### src/hdl/fnpc_pkg.sv
// ----------------------------------------------------------------------------
// Fractional-N PLL parameter calculation package
// Shared widths, constants, codes and pipeline payload types.
// ----------------------------------------------------------------------------
package fnpc_pkg;

  localparam int unsigned LO_W            = 33;
  localparam int unsigned REF_W           = 27;
  localparam int unsigned INT_W           = 10;
  localparam int unsigned FRAC_W          = 23;
  localparam int unsigned QUO_W           = INT_W + FRAC_W;
  localparam int unsigned VCO_W           = 33;
  localparam int unsigned DIV_COUNT       = 6;
  localparam int unsigned PROD_W          = LO_W + DIV_COUNT;
  localparam int unsigned CODE_W          = 3;
  localparam int unsigned DVAL_W          = 7;
  localparam int unsigned STATUS_W        = 2;
  localparam int unsigned CFG_IDX_W       = 2;
  localparam int unsigned CFG_DATA_W      = 33;
  localparam int unsigned REM_W           = REF_W + 1;
  localparam int unsigned WIDE_W          = REF_W + INT_W;
  localparam int unsigned STEPS_PER_STAGE = 3;
  localparam int unsigned DIV_STAGES      = (QUO_W + STEPS_PER_STAGE - 1) / STEPS_PER_STAGE;
  localparam int unsigned LEFT_W          = $clog2(QUO_W + 1);

  localparam logic [VCO_W-1:0] VCO_LOW_HZ  = 33'd2400000000;
  localparam logic [VCO_W-1:0] VCO_HIGH_HZ = 33'd6000000000;

  localparam logic [REF_W-1:0] REF_CLK_RESET = 27'd40000000;
  localparam logic [LO_W-1:0]  MIN_LO_RESET  = 33'd70000000;
  localparam logic [LO_W-1:0]  MAX_LO_RESET  = 33'd6000000000;

  typedef enum logic [STATUS_W-1:0] {
    ST_OK      = 2'd0,
    ST_RANGE   = 2'd1,
    ST_NODIV   = 2'd2,
    ST_INTWIDE = 2'd3
  } status_e;

  typedef enum logic [CFG_IDX_W-1:0] {
    CFG_REF_CLK = 2'd0,
    CFG_MIN_LO  = 2'd1,
    CFG_MAX_LO  = 2'd2
  } cfg_idx_e;

  typedef struct packed {
    logic [REF_W-1:0] ref_clk;
    logic [LO_W-1:0]  min_lo;
    logic [LO_W-1:0]  max_lo;
  } cfg_t;

  typedef struct packed {
    status_e           status;
    logic [CODE_W-1:0] code;
    logic [VCO_W-1:0]  vco;
  } sel_t;

  typedef struct packed {
    status_e           status;
    logic [CODE_W-1:0] code;
    logic [REF_W-1:0]  rem;
    logic [QUO_W-1:0]  num;
    logic [LEFT_W-1:0] left;
  } div_t;

endpackage

### src/hdl/fnpc_if.sv
// ----------------------------------------------------------------------------
// Fractional-N PLL parameter calculation channels
// Valid/ready channels for LO requests, results and register writes.
// ----------------------------------------------------------------------------
interface fnpc_in_if;
  logic                          valid;
  logic                          ready;
  logic [fnpc_pkg::LO_W-1:0]     lo_freq_hz;

  modport source (output valid, output lo_freq_hz, input ready);
  modport sink   (input valid, input lo_freq_hz, output ready);
endinterface

interface fnpc_out_if;
  logic                          valid;
  logic                          ready;
  logic [fnpc_pkg::STATUS_W-1:0] status;
  logic [fnpc_pkg::CODE_W-1:0]   div_code;
  logic [fnpc_pkg::DVAL_W-1:0]   div_value;
  logic [fnpc_pkg::INT_W-1:0]    int_part;
  logic [fnpc_pkg::FRAC_W-1:0]   frac_part;

  modport source (output valid, output status, output div_code, output div_value,
                  output int_part, output frac_part, input ready);
  modport sink   (input valid, input status, input div_code, input div_value,
                  input int_part, input frac_part, output ready);
endinterface

interface fnpc_cfg_if;
  logic                            valid;
  logic                            ready;
  logic [fnpc_pkg::CFG_IDX_W-1:0]  index;
  logic [fnpc_pkg::CFG_DATA_W-1:0] data;

  modport source (output valid, output index, output data, input ready);
  modport sink   (input valid, input index, input data, output ready);
endinterface

### src/hdl/frac_n_pll_param_calc_unit.sv
// Pipeline: 2 front-end stages for range check, divider pick and setup, then 11
// divider stages of 3 restoring steps each, one per quotient bit.
// Throughput: one request per cycle while results are taken; a stalled result
// holds back every full stage behind it.
// Reset: pipeline empties, registers return to 40 MHz reference,
// 70 MHz minimum LO and 6 GHz maximum LO.
// ----------------------------------------------------------------------------
// Fractional-N PLL parameter calculation unit
// Picks the output divider and splits VCO over reference into int and frac.
// ----------------------------------------------------------------------------
module frac_n_pll_param_calc_unit (
  input logic         clk_i,
  input logic         rst_ni,
  fnpc_cfg_if.sink    cfg_i,
  fnpc_in_if.sink     in_i,
  fnpc_out_if.source  out_o
);

  fnpc_pkg::cfg_t cfg_q;
  logic           v   [fnpc_pkg::DIV_STAGES+1];
  fnpc_pkg::div_t d   [fnpc_pkg::DIV_STAGES+1];
  logic           rdy [fnpc_pkg::DIV_STAGES+1];
  fnpc_pkg::div_t fin;
  logic           ok, has_div;

  assign cfg_i.ready = 1'b1;

  always_ff @(posedge clk_i or negedge rst_ni) begin
    if (!rst_ni) begin
      cfg_q.ref_clk <= fnpc_pkg::REF_CLK_RESET;
      cfg_q.min_lo  <= fnpc_pkg::MIN_LO_RESET;
      cfg_q.max_lo  <= fnpc_pkg::MAX_LO_RESET;
    end else if (cfg_i.valid) begin
      case (cfg_i.index)
        fnpc_pkg::CFG_REF_CLK: cfg_q.ref_clk <= cfg_i.data[fnpc_pkg::REF_W-1:0];
        fnpc_pkg::CFG_MIN_LO:  cfg_q.min_lo  <= cfg_i.data[fnpc_pkg::LO_W-1:0];
        fnpc_pkg::CFG_MAX_LO:  cfg_q.max_lo  <= cfg_i.data[fnpc_pkg::LO_W-1:0];
        default: ;
      endcase
    end
  end

  fnpc_select u_select (
    .clk_i   (clk_i),
    .rst_ni  (rst_ni),
    .cfg_i   (cfg_q),
    .valid_i (in_i.valid),
    .lo_i    (in_i.lo_freq_hz),
    .ready_o (in_i.ready),
    .valid_o (v[0]),
    .data_o  (d[0]),
    .ready_i (rdy[0])
  );

  for (genvar i = 0; i < fnpc_pkg::DIV_STAGES; i++) begin : g_div
    fnpc_div_stage u_stage (
      .clk_i     (clk_i),
      .rst_ni    (rst_ni),
      .ref_clk_i (cfg_q.ref_clk),
      .valid_i   (v[i]),
      .data_i    (d[i]),
      .ready_o   (rdy[i]),
      .valid_o   (v[i+1]),
      .data_o    (d[i+1]),
      .ready_i   (rdy[i+1])
    );
  end

  assign rdy[fnpc_pkg::DIV_STAGES] = out_o.ready;
  assign fin     = d[fnpc_pkg::DIV_STAGES];
  assign ok      = fin.status == fnpc_pkg::ST_OK;
  assign has_div = ok || fin.status == fnpc_pkg::ST_INTWIDE;

  assign out_o.valid     = v[fnpc_pkg::DIV_STAGES];
  assign out_o.status    = fin.status;
  assign out_o.div_code  = has_div ? fin.code : '0;
  assign out_o.div_value = has_div ? (fnpc_pkg::DVAL_W'(2) << fin.code) : '0;
  assign out_o.int_part  = ok ? fin.num[fnpc_pkg::QUO_W-1:fnpc_pkg::FRAC_W] : '0;
  assign out_o.frac_part = ok ? fin.num[fnpc_pkg::FRAC_W-1:0] : '0;

endmodule

### src/hdl/fnpc_select.sv
// ----------------------------------------------------------------------------
// Fractional-N PLL parameter calculation front end
// Range check and divider pick, then overflow check and divider setup.
// ----------------------------------------------------------------------------
module fnpc_select (
  input  logic                      clk_i,
  input  logic                      rst_ni,
  input  fnpc_pkg::cfg_t            cfg_i,
  input  logic                      valid_i,
  input  logic [fnpc_pkg::LO_W-1:0] lo_i,
  output logic                      ready_o,
  output logic                      valid_o,
  output fnpc_pkg::div_t            data_o,
  input  logic                      ready_i
);

  logic                        sel_v_q;
  fnpc_pkg::sel_t              sel_d, sel_q;
  logic                        div_v_q;
  fnpc_pkg::div_t              div_d, div_q;
  logic                        sel_adv, div_adv;
  logic                        in_range, found;
  logic [fnpc_pkg::CODE_W-1:0] code;
  logic [fnpc_pkg::VCO_W-1:0]  vco;
  logic [fnpc_pkg::PROD_W-1:0] prod;
  logic                        wide;

  always_comb begin
    in_range = (lo_i >= cfg_i.min_lo) && (lo_i <= cfg_i.max_lo);
    found    = 1'b0;
    code     = '0;
    vco      = '0;
    for (int k = fnpc_pkg::DIV_COUNT - 1; k >= 0; k--) begin
      prod = fnpc_pkg::PROD_W'(lo_i) << (k + 1);
      if (prod >= fnpc_pkg::PROD_W'(fnpc_pkg::VCO_LOW_HZ) &&
          prod <= fnpc_pkg::PROD_W'(fnpc_pkg::VCO_HIGH_HZ)) begin
        found = 1'b1;
        code  = fnpc_pkg::CODE_W'(k);
        vco   = prod[fnpc_pkg::VCO_W-1:0];
      end
    end
    sel_d.vco = vco;
    if (!in_range) begin
      sel_d.status = fnpc_pkg::ST_RANGE;
      sel_d.code   = '0;
    end else if (!found) begin
      sel_d.status = fnpc_pkg::ST_NODIV;
      sel_d.code   = '0;
    end else begin
      sel_d.status = fnpc_pkg::ST_OK;
      sel_d.code   = code;
    end
  end

  always_comb begin
    wide = {cfg_i.ref_clk, {fnpc_pkg::INT_W{1'b0}}} <= fnpc_pkg::WIDE_W'(sel_q.vco);
    div_d.status = (sel_q.status == fnpc_pkg::ST_OK && wide) ? fnpc_pkg::ST_INTWIDE
                                                              : sel_q.status;
    div_d.code   = sel_q.code;
    div_d.rem    = fnpc_pkg::REF_W'(sel_q.vco >> fnpc_pkg::INT_W);
    div_d.num    = {sel_q.vco[fnpc_pkg::INT_W-1:0], {fnpc_pkg::FRAC_W{1'b0}}};
    div_d.left   = fnpc_pkg::LEFT_W'(fnpc_pkg::QUO_W);
  end

  assign sel_adv = !sel_v_q || div_adv;
  assign div_adv = !div_v_q || ready_i;
  assign ready_o = sel_adv;
  assign valid_o = div_v_q;
  assign data_o  = div_q;

  always_ff @(posedge clk_i or negedge rst_ni) begin
    if (!rst_ni) begin
      sel_v_q <= 1'b0;
      div_v_q <= 1'b0;
    end else begin
      if (sel_adv) begin
        sel_v_q <= valid_i;
      end
      if (div_adv) begin
        div_v_q <= sel_v_q;
      end
    end
  end

  always_ff @(posedge clk_i) begin
    if (sel_adv && valid_i) begin
      sel_q <= sel_d;
    end
    if (div_adv && sel_v_q) begin
      div_q <= div_d;
    end
  end

endmodule

### src/hdl/fnpc_div_stage.sv
// ----------------------------------------------------------------------------
// Fractional-N PLL parameter calculation divider stage
// A few restoring division steps of VCO over reference, one register stage.
// ----------------------------------------------------------------------------
module fnpc_div_stage (
  input  logic                       clk_i,
  input  logic                       rst_ni,
  input  logic [fnpc_pkg::REF_W-1:0] ref_clk_i,
  input  logic                       valid_i,
  input  fnpc_pkg::div_t             data_i,
  output logic                       ready_o,
  output logic                       valid_o,
  output fnpc_pkg::div_t             data_o,
  input  logic                       ready_i
);

  logic                       valid_q;
  fnpc_pkg::div_t             data_d, data_q;
  logic [fnpc_pkg::REM_W-1:0] trial;
  logic                       qbit;
  logic                       adv;

  always_comb begin
    data_d = data_i;
    trial  = '0;
    qbit   = 1'b0;
    for (int s = 0; s < fnpc_pkg::STEPS_PER_STAGE; s++) begin
      if (data_d.left != '0) begin
        trial = {data_d.rem, data_d.num[fnpc_pkg::QUO_W-1]};
        qbit  = trial >= {1'b0, ref_clk_i};
        if (qbit) begin
          trial = trial - {1'b0, ref_clk_i};
        end
        data_d.rem  = trial[fnpc_pkg::REF_W-1:0];
        data_d.num  = {data_d.num[fnpc_pkg::QUO_W-2:0], qbit};
        data_d.left = data_d.left - fnpc_pkg::LEFT_W'(1);
      end
    end
  end

  assign adv     = !valid_q || ready_i;
  assign ready_o = adv;
  assign valid_o = valid_q;
  assign data_o  = data_q;

  always_ff @(posedge clk_i or negedge rst_ni) begin
    if (!rst_ni) begin
      valid_q <= 1'b0;
    end else if (adv) begin
      valid_q <= valid_i;
    end
  end

  always_ff @(posedge clk_i) begin
    if (adv && valid_i) begin
      data_q <= data_d;
    end
  end

endmodule
### src/flat_wrapper.sv
// flat-port wrapper written by rule: the top's interface ports become plain ports
module frac_n_pll_param_calc_unit_flat 
  (clk_i, rst_ni, cfg_i_valid, cfg_i_index, cfg_i_data, cfg_i_ready, in_i_valid, in_i_lo_freq_hz, in_i_ready, out_o_valid, out_o_status, out_o_div_code, out_o_div_value, out_o_int_part, out_o_frac_part, out_o_ready);
  fnpc_cfg_if cfg_i_i ();
  fnpc_in_if in_i_i ();
  fnpc_out_if out_o_i ();
  input logic clk_i;
  input logic rst_ni;
  input wire logic [$bits(cfg_i_i.valid)-1:0] cfg_i_valid;
  input wire logic [$bits(cfg_i_i.index)-1:0] cfg_i_index;
  input wire logic [$bits(cfg_i_i.data)-1:0] cfg_i_data;
  output wire logic [$bits(cfg_i_i.ready)-1:0] cfg_i_ready;
  input wire logic [$bits(in_i_i.valid)-1:0] in_i_valid;
  input wire logic [$bits(in_i_i.lo_freq_hz)-1:0] in_i_lo_freq_hz;
  output wire logic [$bits(in_i_i.ready)-1:0] in_i_ready;
  output wire logic [$bits(out_o_i.valid)-1:0] out_o_valid;
  output wire logic [$bits(out_o_i.status)-1:0] out_o_status;
  output wire logic [$bits(out_o_i.div_code)-1:0] out_o_div_code;
  output wire logic [$bits(out_o_i.div_value)-1:0] out_o_div_value;
  output wire logic [$bits(out_o_i.int_part)-1:0] out_o_int_part;
  output wire logic [$bits(out_o_i.frac_part)-1:0] out_o_frac_part;
  input wire logic [$bits(out_o_i.ready)-1:0] out_o_ready;
  assign cfg_i_i.valid = cfg_i_valid;
  assign cfg_i_i.index = cfg_i_index;
  assign cfg_i_i.data = cfg_i_data;
  assign cfg_i_ready = cfg_i_i.ready;
  assign in_i_i.valid = in_i_valid;
  assign in_i_i.lo_freq_hz = in_i_lo_freq_hz;
  assign in_i_ready = in_i_i.ready;
  assign out_o_valid = out_o_i.valid;
  assign out_o_status = out_o_i.status;
  assign out_o_div_code = out_o_i.div_code;
  assign out_o_div_value = out_o_i.div_value;
  assign out_o_int_part = out_o_i.int_part;
  assign out_o_frac_part = out_o_i.frac_part;
  assign out_o_i.ready = out_o_ready;
  frac_n_pll_param_calc_unit u_core (.clk_i(clk_i), .rst_ni(rst_ni), .cfg_i(cfg_i_i), .in_i(in_i_i), .out_o(out_o_i));
endmodule
### config.mk
export PLATFORM = sky130hd
export DESIGN_NAME = frac_n_pll_param_calc_unit_flat
export DESIGN_NICKNAME = d
export VERILOG_FILES = /design/src/hdl/fnpc_pkg.sv /design/src/hdl/fnpc_if.sv /design/src/hdl/frac_n_pll_param_calc_unit.sv /design/src/hdl/fnpc_select.sv /design/src/hdl/fnpc_div_stage.sv /design/src/flat_wrapper.sv
export SDC_FILE = /design/constraint.sdc
export NUM_CORES = 2
export LEC_CHECK = 0
export BUFFER_PORTS_ARGS = -buffer_cell sky130_fd_sc_hd__buf_2
export CORE_ASPECT_RATIO = 0.6
export CORE_MARGIN = 5
export CORE_UTILIZATION = 55
export DETAILED_ROUTE_END_ITERATION = 8
export PLACE_DENSITY = 0.71
export SLEW_MARGIN = 20
export SYNTH_ARGS = -nofsm -noshare
export SYNTH_HDL_FRONTEND = slang
export SYNTH_SLANG_ARGS = --single-unit
### constraint.sdc
create_clock -name clk_i -period 15.1 [get_ports clk_i]
set_input_delay 1.51 -clock clk_i [delete_from_list [all_inputs] [get_ports clk_i]]
set_output_delay 1.51 -clock clk_i [all_outputs]
set_load 0.01 [all_outputs]
==> metrics.md <==
| Metric | Value |
|---|---|
| Global-route wire length before repair | 392,000 µm |
| Synthesized cell area | 76,800 µm² |
| Clock root cell | clkbuf_16 |
| Crit path kind | reg -> reg |
| Pre-Repair DR Iteration Count | 6 |
| H-tree Lvls | 3 |
| Placed insts | 10,500 |
| CTS Hold Buffers Added | 0 |
| Largest net degree at the start of global routing | 59 |
| Fill cell count | 12,000 |
| RePlAce Congestion | 0.989 |
| Post-synth EDFFs | 606 |
| CP max FO | 39 |
| TNS Setup | 0 ns |
| Max Slew Vio Count | 0 |
| DP HPWL | 197,000 µm |
| Ys Warns | 0 |
| Final cell count without fillers | 10,600 |
| Total core area | 139,000 µm² |
| Die width | 493 µm |
| Die height | 300 µm |
| Post-synthesis async set-or-reset flop share | 14.9% |
| Synthesized flop and latch total | 712 |
| Ys flop type | edfxtp_1 |
| Total CTS buffers | 79 |
| Syn nets | 9,701 |
| Reg clk slew, reported paths | 0.07 ns |
| Antenna violations before repair | 24 |
| I/O pins | 121 |
| Final Net Count | 9,782 |
| GRT Residual Overflow | 0 |
| Vias in the first global route | 63,600 |
| Cell variety after synth | 112 |
| Mapped Cells | 8,650 |
| PortBufs | 118 |
| Top delay family on crit path | compound AO/OA/AOI/OAI gates |
| Detailed-route DRC error count | 0 |
| Slew of the pin with the lowest slew margin | 1.13 ns |
| Routed via count | 70,400 |
| CP endpoint kind | flop |
| P&R area growth vs syn | 7.44% |
| Initial DRC count | 8,552 |
| Die area | 148,000 µm² |
| Worst EP arrival | 12.31 ns |
| Period utilisation layout | 78.4% |
| CTS tree | built |
| Sequential cell area fraction in the yosys report | 27.2% |
| Overall global routing resource usage | 34.0% |
| Max Freq | 0.0844 GHz |
| Type of origin of the critical path | flop |
| Bufs and invs on worst path | 7 |
| Worst-Skew Late Latency | 0.73 ns |
| Crit-path slowest cell | or4b_1 |
| Unrepaired setup endpoints after global routing | false |
| Layout cells sized above 1 | 11.6% |
| Commonest non-fill, non-tap cell in the layout | ha_1 |
| Finished Core Util | 59.4% |
| CP Data Required Time | 15.57 ns |
| Post-CTS sizing | 0 |
| Setup bufs post-CTS | 0 |
| Vias per cell | 6.62 |
| Synthesized area per cell | 8.88 µm² |
| DRT antenna net count | 0 |
| Final setup viols | 0 |
| Slew headroom | 24.4% |
| Clock buffer depth | 3 |
| Initial Util | 55.3% |
| Worst min path class | reg -> reg |
| Max-Cap Viols | 0 |
| WL/cell | 24.6 µm |
| Status | finished clean |
| Worst path max stage delay | 0.51 ns |
| Worst Skew | 0.0410 ns |
| Most frequent cells in the layout | 961 x ha_1, 765 x a21oi_1, 645 x nand2_1 |
| Post-layout min period | 11.84 ns |
| CTS Sinks | 712 |
| Fin. Hold Viols | 0 |
| Cell row count | 106 |
| Final WL | 262,000 µm |
-- layer usage --
layer	global-route usage, %	share of wire (%)	wire, µm	vias up
met4	7.73	2.4	6180	18
met1	54.4	47	124000	33600
li1	-	-	-	32700
met5	0	0.048	126	-
met3	10.2	14	35700	364
met2	43.4	37	95500	3747
-- cell type report --
cell class                 instances  area (µm²)  area share [%]
sequential                       712       20900            25.3
antenna                            6        15.0          0.0182
multi-input combinational       7283       53500            64.9
clock inverter                    54         641           0.776
timing repair buffer             228        1480            1.79
inverter                         427        1600            1.94
tap                             1836        2300            2.78
clock buffer                      92        2090            2.53
-- flip-flops by register name, summed over array words and instances (netlist names) --
name,count
u_core.g_div.u_stage.data_o,532
u_core.u_select.valid_o,1
u_core.u_select.sel_q,2
u_core.u_select.sel_v_q,1
u_core.u_select.data_o,37
u_core.g_div.u_stage.valid_o,11
u_core.u_select.div_d,35
u_core.cfg_q,93
-- cell usage after synthesis, types with 20 or more instances --
library cell | n | area share [%]
or4_1 | 20 | 0.20
a31o_2 | 23 | 0.26
nand3_1 | 147 | 0.96
nor2_1 | 623 | 3.0
o221ai_1 | 56 | 0.64
clkbuf_1 | 150 | 0.73
dfrtp_1 | 77 | 2.5
o21ai_0 | 614 | 4.0
a221oi_1 | 44 | 0.50
o31a_1 | 25 | 0.28
edfxtp_1 | 606 | 24
mux2_2 | 429 | 6.3
ha_1 | 961 | 16
and3_1 | 82 | 0.67
o211ai_1 | 49 | 0.48
a21boi_0 | 27 | 0.26
nand4_1 | 103 | 0.84
inv_1 | 418 | 2.0
xnor2_1 | 455 | 5.2
nand2_1 | 645 | 3.2
o21bai_1 | 101 | 0.99
o2111ai_1 | 20 | 0.23
and2_1 | 84 | 0.68
nand2b_1 | 130 | 1.1
o21a_1 | 158 | 1.5
mux2i_1 | 56 | 0.73
nor2b_1 | 118 | 0.96
nor4_1 | 39 | 0.32
o31ai_1 | 54 | 0.53
a21oi_1 | 765 | 5.0
or2_2 | 46 | 0.37
a221o_1 | 20 | 0.26
buf_2 | 50 | 0.33
o22ai_1 | 34 | 0.28
a21o_1 | 417 | 4.1
xor2_1 | 219 | 2.5
a31oi_1 | 99 | 0.81
nor3_1 | 138 | 0.90
dfstp_2 | 29 | 0.99
a211o_1 | 26 | 0.30
a211oi_1 | 69 | 0.67
or3_1 | 58 | 0.47
-- path summary, 6_finish.rpt --
path | start | endpoint | slack [ns] | cells past startpoint
worst max-delay path | u_core.cfg_q[70]$_DFFE_PN0P_ | u_core.g_div[7].u_stage.data_o[62]$_DFFE_PP_ | 3.26 | 37
worst min-delay path | u_core.g_div[6].u_stage.data_o[11]$_DFFE_PP_ | u_core.g_div[7].u_stage.data_o[14]$_DFFE_PP_ | 0.41 | 0
worst max register to register | u_core.cfg_q[70]$_DFFE_PN0P_ | u_core.g_div[7].u_stage.data_o[62]$_DFFE_PP_ | 3.26 | 37
worst min register to register | u_core.g_div[6].u_stage.data_o[11]$_DFFE_PP_ | u_core.g_div[7].u_stage.data_o[14]$_DFFE_PP_ | 0.41 | 0
max in group asynchronous | rst_ni | u_core.cfg_q[66]$_DFFE_PN0P_ | 12.87 | 2
min in group asynchronous | rst_ni | u_core.cfg_q[62]$_DFFE_PN0P_ | 0.88 | 1
-- per-stage QoR --
| step | cell area [µm²] | hold slack (ns) | setup slack [ns] |
|---|---|---|---|
| 2_1_floorplan | 76800 | 0.400 | 4.64 |
| 5_1_grt | 82600 | 0.418 | 2.58 |
| 3_5_place_dp | 79800 | 0.405 | 3.43 |
| 6_report | 82600 | 0.410 | 3.26 |
| 3_3_place_gp | 79800 | 0.401 | 3.65 |
| 4_1_cts | 82500 | 0.410 | 3.41 |
-- cells by family (layout without fill, tap and decap cells) --
group | after synthesis | after routing | share of synthesized area, %
buffers and inverters | 655 | 801 | 3.39
DFF | 712 | 712 | 27.2
xor gates and xnor gates | 674 | 674 | 7.68
adders and majority gates | 978 | 978 | 16.1
other | 2 | 8 | 0.00977
AOI/OAI and AO/OA | 2803 | 2803 | 23.7
and+or+nand+nor | 2325 | 2325 | 14.6
muxes | 501 | 501 | 7.33
Power is left out: the tool's default activity adds up to more than one toggle a clock period on the data nets, which glitch-free logic cannot reach.
